--- src/rtl/dla_pkg.sv ---
// Shared types, constants and helpers for the lattice aggregation step block.
// Used by dla_ctrl, dla_dpath and dla_lattice_aggregation_step.
`default_nettype none

package dla_pkg;

  localparam int MAX_PARTICLES = 4096;
  localparam int LATTICE_MAX   = 1024;

  localparam int COORD_W = 10;
  localparam int EXT_W   = COORD_W + 1;
  localparam int CNT_W   = $clog2(MAX_PARTICLES + 1);
  localparam int ADDR_W  = $clog2(MAX_PARTICLES);
  localparam int CFG_W   = 13;
  localparam int CFG_IDX_W = 2;

  // one cluster store entry: x | y << 10 | z << 20
  localparam int ENTRY_W = 3 * COORD_W;

  localparam int IN_DATA_W  = 64;
  localparam int OUT_DATA_W = 80;

  // result tdata offsets
  localparam int OUT_JOINED_LSB = 0;
  localparam int OUT_CNT_LSB    = 1 + 6 * COORD_W;

  typedef logic [COORD_W-1:0] coord_t;
  typedef logic [EXT_W-1:0]   ext_t;
  typedef logic [CNT_W-1:0]   cnt_t;

  // smaller of LATTICE_MAX and the coordinate range
  localparam ext_t EXT_LIMIT = (LATTICE_MAX < (1 << COORD_W)) ?
                               ext_t'(LATTICE_MAX) : ext_t'(1 << COORD_W);
  localparam cnt_t CNT_MAX   = cnt_t'(MAX_PARTICLES);

  typedef enum logic [2:0] {
    DIR_Y_INC = 3'd0,
    DIR_Y_DEC = 3'd1,
    DIR_X_DEC = 3'd2,
    DIR_X_INC = 3'd3,
    DIR_Z_DEC = 3'd4,
    DIR_Z_INC = 3'd5
  } dir_t;

  localparam logic OP_WALK  = 1'b0;
  localparam logic OP_START = 1'b1;

  localparam logic [CFG_IDX_W-1:0] CFG_WIDTH  = 2'd0;
  localparam logic [CFG_IDX_W-1:0] CFG_HEIGHT = 2'd1;
  localparam logic [CFG_IDX_W-1:0] CFG_DEPTH  = 2'd2;
  localparam logic [CFG_IDX_W-1:0] CFG_TARGET = 2'd3;

  localparam ext_t RST_EXTENT = 11'd900;
  localparam cnt_t RST_TARGET = 13'd1000;

  // controller -> datapath
  typedef struct packed {
    logic latch;     // capture input item
    logic start;     // seed cluster, place walker
    logic move;      // step walker, arm scan
    logic scan;      // read cluster entries
    logic append;    // append walker to cluster
    logic load_out;  // load result register
  } cmd_t;

  // datapath -> controller
  typedef struct packed {
    logic is_start;
    logic is_done;
    logic scan_busy;
    logic hit;
  } stat_t;

  // clamp an extent register to 1 .. EXT_LIMIT
  function automatic ext_t clamp_extent(input ext_t r);
    ext_t e;
    e = r;
    if (e > EXT_LIMIT) e = EXT_LIMIT;
    if (e == '0) e = ext_t'(1);
    return e;
  endfunction

endpackage

`default_nettype wire

--- src/rtl/dla_ctrl.sv ---
// Sequencer for the aggregation step: accept, move, scan, join, result.
// Depends on dla_pkg.
`default_nettype none

module dla_ctrl (
  input  wire logic          clk,
  input  wire logic          rst,
  input  wire logic          s_tvalid,
  output logic               s_tready,
  output logic               m_tvalid,
  input  wire logic          m_tready,
  input  wire dla_pkg::stat_t stat,
  output dla_pkg::cmd_t      cmd
);
  import dla_pkg::*;

  typedef enum logic [4:0] {
    ST_IDLE   = 5'b00001,
    ST_MOVE   = 5'b00010,
    ST_SCAN   = 5'b00100,
    ST_JOIN   = 5'b01000,
    ST_COMMIT = 5'b10000
  } state_t;

  state_t state, state_next;

  assign s_tready = (state == ST_IDLE);

  always_comb begin
    state_next = state;
    cmd        = '0;
    case (state)
      ST_IDLE: begin
        if (s_tvalid) begin
          cmd.latch  = 1'b1;
          state_next = ST_MOVE;
        end
      end
      ST_MOVE: begin
        if (stat.is_start) begin
          cmd.start  = 1'b1;
          state_next = ST_COMMIT;
        end else if (stat.is_done) begin
          state_next = ST_COMMIT;
        end else begin
          cmd.move   = 1'b1;
          state_next = ST_SCAN;
        end
      end
      ST_SCAN: begin
        cmd.scan = 1'b1;
        if (!stat.scan_busy) state_next = ST_JOIN;
      end
      ST_JOIN: begin
        cmd.append = stat.hit;
        state_next = ST_COMMIT;
      end
      ST_COMMIT: begin
        if (!m_tvalid || m_tready) begin
          cmd.load_out = 1'b1;
          state_next   = ST_IDLE;
        end
      end
      default: state_next = ST_IDLE;
    endcase
  end

  always_ff @(posedge clk) begin
    if (rst) begin
      state    <= ST_IDLE;
      m_tvalid <= 1'b0;
    end else begin
      state <= state_next;
      if (cmd.load_out)  m_tvalid <= 1'b1;
      else if (m_tready) m_tvalid <= 1'b0;
    end
  end

endmodule

`default_nettype wire

--- config.mk ---
export PLATFORM = sky130hd
export DESIGN_NAME = dla_ctrl
export DESIGN_NICKNAME = d
export VERILOG_FILES = /design/src/rtl/dla_pkg.sv /design/src/rtl/dla_ctrl.sv
export SDC_FILE = /design/constraint.sdc
export NUM_CORES = 1
export LEC_CHECK = 0
export BUFFER_PORTS_ARGS = -buffer_cell sky130_fd_sc_hd__buf_4
export CAP_MARGIN = 20
export CORE_AREA = 2 2 39 41
export CTS_CLUSTER_DIAMETER = 100
export DETAILED_ROUTE_END_ITERATION = 7
export DIE_AREA = 0 0 41 43
export MAX_ROUTING_LAYER = met4
export PLACE_DENSITY_LB_ADDON = 0.12
export SLEW_MARGIN = 20
export SYNTH_ARGS = -nofsm -noshare
export SYNTH_HDL_FRONTEND = slang
export SYNTH_SLANG_ARGS = --single-unit
export TNS_END_PERCENT = 1
--- constraint.sdc ---
create_clock -name clk -period 3.3 [get_ports clk]
set_input_delay 0.33 -clock clk [delete_from_list [all_inputs] [get_ports clk]]
set_output_delay 0.33 -clock clk [all_outputs]
set_load 0.05 [all_outputs]
-- Word level (Yosys, flattened, before mapping)
Index checks and enable logic that the tools add are counted.
- eq/ne operators: 8
- multiplexer cells: 18
- reduce and logical (&&, ||, !) cells: 4
- operators with widths (operator ; number):
    5-bit two-way mux ; 5
    5-bit one-hot mux with 5 select lines ; 1
    1-bit two-way mux ; 11
    2-bit != test (second input constant) ; 3
    5-bit by 1-bit == test with 1-bit output (second input constant) ; 1
    5-bit by 2-bit == test with 1-bit output (second input constant) ; 1
    5-bit by 3-bit == test with 1-bit output (second input constant) ; 1
    5-bit by 4-bit == test with 1-bit output (second input constant) ; 1
    5-bit == test (second input constant) ; 1
    3-bit AND reduction ; 1
    2-bit two-way mux ; 1
    2-bit nonzero test ; 1
    1-bit logical NOT ; 1
    1-bit logical OR ; 1
- bits in registers: 6
- bits of input ports: 8
- output and inout port bits: 8
- word-level logic and storage cells: 32

-- Logic depth before layout (Yosys ltp)
Gate-level depths: netlist of the first run.
- word-level depth: 5
- gate-level depth with buffers: 5
- gate-level depth less buffers: 4

-- Least setup slack after synthesis of the first run
Ideal clock, no wire load.
- path type: register to output
- start: reg state[1]
- end: out cmd[1] in the netlist's numbering
- arrival time: 1746 ps
- required time: 2970 ps
- path slack: 1224 ps
- stages on the path, launching flop included: 4
- buffers on the path: 0
- cells stage by stage: dfxtp_1 > nor2_1 > nand3_1 > nor3_1
- RTL lines (what ; RTL line ; text):
    from (decl) ; dla_ctrl.sv:25 ; state_t state, state_next;
    from (signal assigned) ; dla_ctrl.sv:73 ; state <= state_next;
    to (decl) ; dla_ctrl.sv:13 ; output dla_pkg::cmd_t cmd

==> metrics, run 1 <==
Routed WL=831 um; f_max=0.522 GHz; First-pass DRT Iterations=2; VDD IR max=0.216 mV; status=finished clean; post-CTS sizing=0; I/O pin count=16; pre-CTS setup slack=1.64 ns; Pwr Density=386 mW/mm^2; Setup Buffers After CTS=0; NetSw=about 0.00006 W; worst slew pin tran=approximately 0.43 ns; worst hold endpoint=state[3]; crit-path cells=or4b_4, nor2_2, nand2_1, inv_1, buf_4; Final Skew=approximately 0.0061 ns; H-tree lvl count=1; Vias=380; Initial DRC Count=1; ranking of synthesized cells by area=dfxtp_1 33%, nor2b_1 6.8%, nor2_1 6.2%, nand2_1 5.1%, nor3b_1 4.1%; Cell Rows=14; Final setup violation count=0; # DRC=0; Critical R2R Capture=state[1]; CTS Buf Count=3; Arr. time, crit path=1.58 ns; setup TNS=0 ns; crit path kind=flop to output pin; largest net degree at the start of global routing=10; final worst slack=1.39 ns; Flop pwr share=41.3%; utilization after layout=about 36%; clock sink count=6; Vias per Instance=about 4.8; commonest non-fill, non-tap cells in the layout=15 x buf_4, 6 x nor2_1, 6 x dfxtp_1, 5 x nand2_1, 4 x nor2b_1; RSZ-0062 raised after global routing=false; WP data required=2.97 ns; Final nets=73; commonest non-fill, non-tap cell in the layout=buf_4; crit end category=output pin; CTS max path bufs=2; Core Region=approximately 0.0014 mm^2; CTS tree=done; Post-Syn Area=365 um^2; Hold Path Origin=stat[1]; ANT cells=0; Hold Crit Class=input pin to flop; Hold Violations, Final=0; Slew HR=71.3%; logic gate share of total power=24.7%; library cells used by synthesis=24; Cells after Synth=47; Synth Warn #=0; Yosys top cell area share=32.9%; register area share after synthesis=32.9%; Worst R2R Start=state[1]; Clock Pin Slew Worst Setup and Hold Paths=approximately 0.05 ns; all-layer global routing usage=10.7%; area delta synth->final=38.0%; dominant cell type by area after synthesis=dfxtp_1; FF+latch count, synth=6; DP Wirelength=around 680 um; Syn Nets=55; root buffer cell=clkbuf_4; first-pass GRT wire length=1210 um; Mean Syn Cell Area=between 7 and 8 um^2; Critical Path Source Type=flop; Leakage=0.237 nW; die height=43 um; Final min period=1.91 ns; Initial Utilization=roughly a quarter; Int Power=between 0.0001 and 0.00015 W; Die ar.=0.00176 mm^2; R2R Setup Slk=just under 2 ns; GPL Wtd Cong=0.701; input/output buffers=15; layout cells sized above 1=38.1%; switch share=30.1%; Clock Power Share=between 30% and 40%; Overflow after GRT=0; critical path peak fanout=7; Crit path largest cell delay=0.54 ns; DR WL/cell=around 11 um; hold buffer count at CTS=0; final worst path period share=slightly below 60%; initial antenna violation count=0; Worst path slowest cell=or4b_4; max_cap viols=0; overall power=0.000195 W; clk_lat worst skew=0.24 ns; Worst R2R Path Depth=4; chip width=41 um; fin. max-slew vios=0; Hold Crit Depth=2; vias in the first global route=293; post-route ant nets=0
[stage by stage]
| step | area [um^2] | hold WS [ns] | instances |
|---|---|---|---|
| 3_3_place_gp | 482 | 0.514 | 76 |
| 2_1_floorplan | 365 | 0.399 | 47 |
| 4_1_cts | 504 | 0.254 | 79 |
| 5_1_grt | 504 | 0.239 | 79 |
| 3_5_place_dp | 482 | 0.510 | 76 |
| 6_report | 504 | 0.256 | 79 |
[worst max path at each step]
stage                     startpoint     end  slack, ns  depth (start not counted)
after floorplan             state[1]  cmd[1]       1.22                          3
after global placement      state[1]  cmd[5]       1.64                          4
after detailed placement    state[3]  cmd[3]       1.64                          5
after CTS                   state[3]  cmd[3]       1.37                          5
after global routing        state[1]  cmd[5]       1.30                          4
final                       state[3]  cmd[3]       1.39                          5
[per-layer routing]
metal	share of wire [%]	global-route usage [%]
met1	48	12.6
met2	43	13.8
met3	8.7	6.28
met4	0.48	6.00
met5	0	-
[sequential cells by signal (all words and copies together), names as in the netlist]
register	flops
m_tvalid	1
state	5
[cell families (layout without fill, tap and decap cells)]
logic type	count (synthesis)	in the layout	synth area share [%]
flops	6	6	32.9
xor+xnor	1	1	2.40
simple gates	29	29	45.9
buf+inv	4	20	6.51
compound gates	7	7	12.3
[final cells by class]
| type | instances | area [um^2] |
|---|---|---|
| fillers | 155 | 880 |
| multi-input cells | 37 | 221 |
| flip-flops and latches | 6 | 120 |
| repair buffers | 15 | 113 |
| clock buffers | 3 | 22.5 |
| well taps | 16 | 20.0 |
| inverters | 2 | 7.51 |
[cells in the mapped netlist]
library cell	count
nor2b_1	4
nor3_1	2
and2_1	1
buf_6	1
and3_2	1
nor3b_1	2
a31oi_1	2
buf_2	1
nand4b_1	1
nor2_1	6
or4b_4	1
a41oi_1	1
nor2_2	1
nand3_1	2
o21ai_0	2
dfxtp_1	6
and3b_2	1
inv_1	2
a21oi_1	1
nand2_1	5
and2_2	1
a21oi_2	1
xor2_1	1
nand4_1	1
[power groups by stage]
stage | Clock [W] | Sequential [W] | Combinational, W
floorplan | 0 | 0.0000784 | 0.0000370
global placement | 0 | 0.0000817 | 0.0000487
detailed placement | 0 | 0.0000817 | 0.0000481
CTS | 0.0000691 | 0.0000803 | 0.0000484
global route | 0.0000755 | 0.0000809 | 0.0000514
finish | 0.0000660 | 0.0000805 | 0.0000482
[critical path: cells and delay by family, from the launching register on]
| family | cells | cell delay, ns |
|---|---|---|
| flip-flops | 1 | 0.37 |
| AND/OR/NAND/NOR | 3 | 0.72 |
| buffers and inverters | 2 | 0.24 |
Note: power is estimated with default switching activity, not from simulation.
==> run 2, diff against run 1 <==
clock period = 1.7 ns   (was 3.3 ns; I/O delays follow)
==> metrics, run 2 (synthesized netlist as in run 1, its figures left out) <==
GPL Wtd Cong=~0.76; fin. max-slew vios=0; commonest non-fill, non-tap cells in the layout=16 x buf_4, 6 x nor2_1, 4 x nor2b_1, 4 x nand2_1; Area after DPL=509 um^2; hold_ws=0.0930 ns; post-route ant nets=0; Worst R2R Path Depth=6; Leakage=0.263 nW; crit end category=output pin; Final Skew=around 0.0086 ns; largest net degree at the start of global routing=9; final worst path period share=98.3%; Final nets=77; area delta synth->final=56.8%; H-tree lvl count=1; ANT cells=0; R2R Setup Slk=0.45 ns; crit path kind=flop to output pin; DP Wirelength=729 um; Die ar.=0.00176 mm^2; Hold Violations, Final=0; Vias=396; clock sink count=6; Crit path largest cell delay=between 0.5 and 0.6 ns; Regs by FF count=state: 5 flops, m_tvalid: 1 flops; Cell Rows=14; die height=43 um; max_cap viols=0; layout cells sized above 1=50.7%; Critical Path Source Type=flop; cell family with most CP delay=simple AND/OR/NAND/NOR gates; WP data required=around 1.5 ns; Worst path slowest cell=or4b_4; worst slew pin tran=0.250 ns; crit-path cells=or4b_4, nor2_4, and2_4, buf_8; I/O pin count=16; Hold Crit Class=input pin to flop; Slew HR=between 80% and 90%; initial antenna violation count=0; root buffer cell=clkbuf_4; largest register by flop count=state; Hold Crit Depth=2; chip width=41 um; Final min period=1.67 ns; Arr. time, crit path=around 1.5 ns; input/output buffers=15; worst path bufs/invs=1; Clock Pin Slew Worst Setup and Hold Paths=0.05 ns; First-pass DRT Iterations=2; Final Instance Area=573 um^2; Core Region=0.00138 mm^2; CTS Buf Count=3; Worst R2R Start=state[2]; Vias per Instance=4.77; critical path peak fanout=2; VDD IR max=0.400 mV; RSZ-0062 raised after global routing=true; Initial DRC Count=2; CTS tree=done; Hold Path Origin=stat[1]; Routed WL=888 um; max FFs per register=5; Final setup violation count=0; # DRC=0; worst hold endpoint=state[3]; commonest non-fill, non-tap cell in the layout=buf_4; clk_lat worst skew=about 0.25 ns; all-layer global routing usage=12.9%; Pwr Density=682 mW/mm^2; first-pass GRT wire length=1420 um; status=finished clean; f_max=roughly 0.60 GHz; CTS max path bufs=2; Critical R2R Capture=state[3]; Overflow after GRT=0; vias in the first global route=about 340; Initial Utilization=26.4%; DR WL/cell=10.7 um
==> run 2: cell types whose count changed in the layout (fill, tap and decap cells not counted), sizes merged <==
cell  delta
buf      +4
==> run 2: repair_timing <==
action,in CTS,in global routing
endpoints found under the setup margin,2,3
buffers inserted,1,0
hold buffers,0,0
pin swaps,3,1
gates resized for setup,11,2
==> run 2: power by group <==
group	switching [W]	internal [W]	leakage, nW
Clock	0.0000521	0.0000799	0.0138
Combinational	0.0000632	0.0000462	0.199
Sequential	0.00000420	0.000146	0.0505
Total	0.000119	0.000272	0.263
==> run 2: cell type report <==
type,count,area [um^2]
Multi-Input combinational cell,37,235
Tap cell,16,20.0
Inverter,2,7.51
Sequential cell,6,126
Fill cell,152,811
Timing Repair Buffer,19,161
Clock buffer,3,22.5
==> run 2: worst max-delay path by stage <==
stage	slack, ns	cells past startpoint	start	to
global placement	0.23	4	state[3]	cmd[4]
floorplan	-0.02	4	state[1]	state[1]
detailed placement	0.19	5	state[3]	cmd[3]
global route	-0.05	5	state[2]	cmd[3]
finish	0.03	4	state[2]	cmd[4]
CTS	-0.007	4	state[2]	cmd[4]
==> run 2: per-layer routing <==
metal,share of wire [%],global-route usage (%),up-vias,wire (um)
met5,0,-,-,0
met4,0.45,4.00,0,4
met3,9.2,9.42,2,82
met2,46,16.6,14,410
met1,44,15.5,175,391
li1,-,-,205,-
==> run 2: through the flow <==
step                      total power [W]  setup slack, ns  std cells  util, %  TNS, ns
final                            0.000391           0.0282         83     41.4        0
after global routing             0.000422          -0.0483         83     41.4  -0.0901
after CTS                        0.000399         -0.00688         83     41.0  -0.0116
after detailed placement         0.000260            0.195         79     36.8        0
after global placement           0.000261            0.226         79     36.8        0
after floorplan                  0.000225          -0.0189         47        -  -0.0189
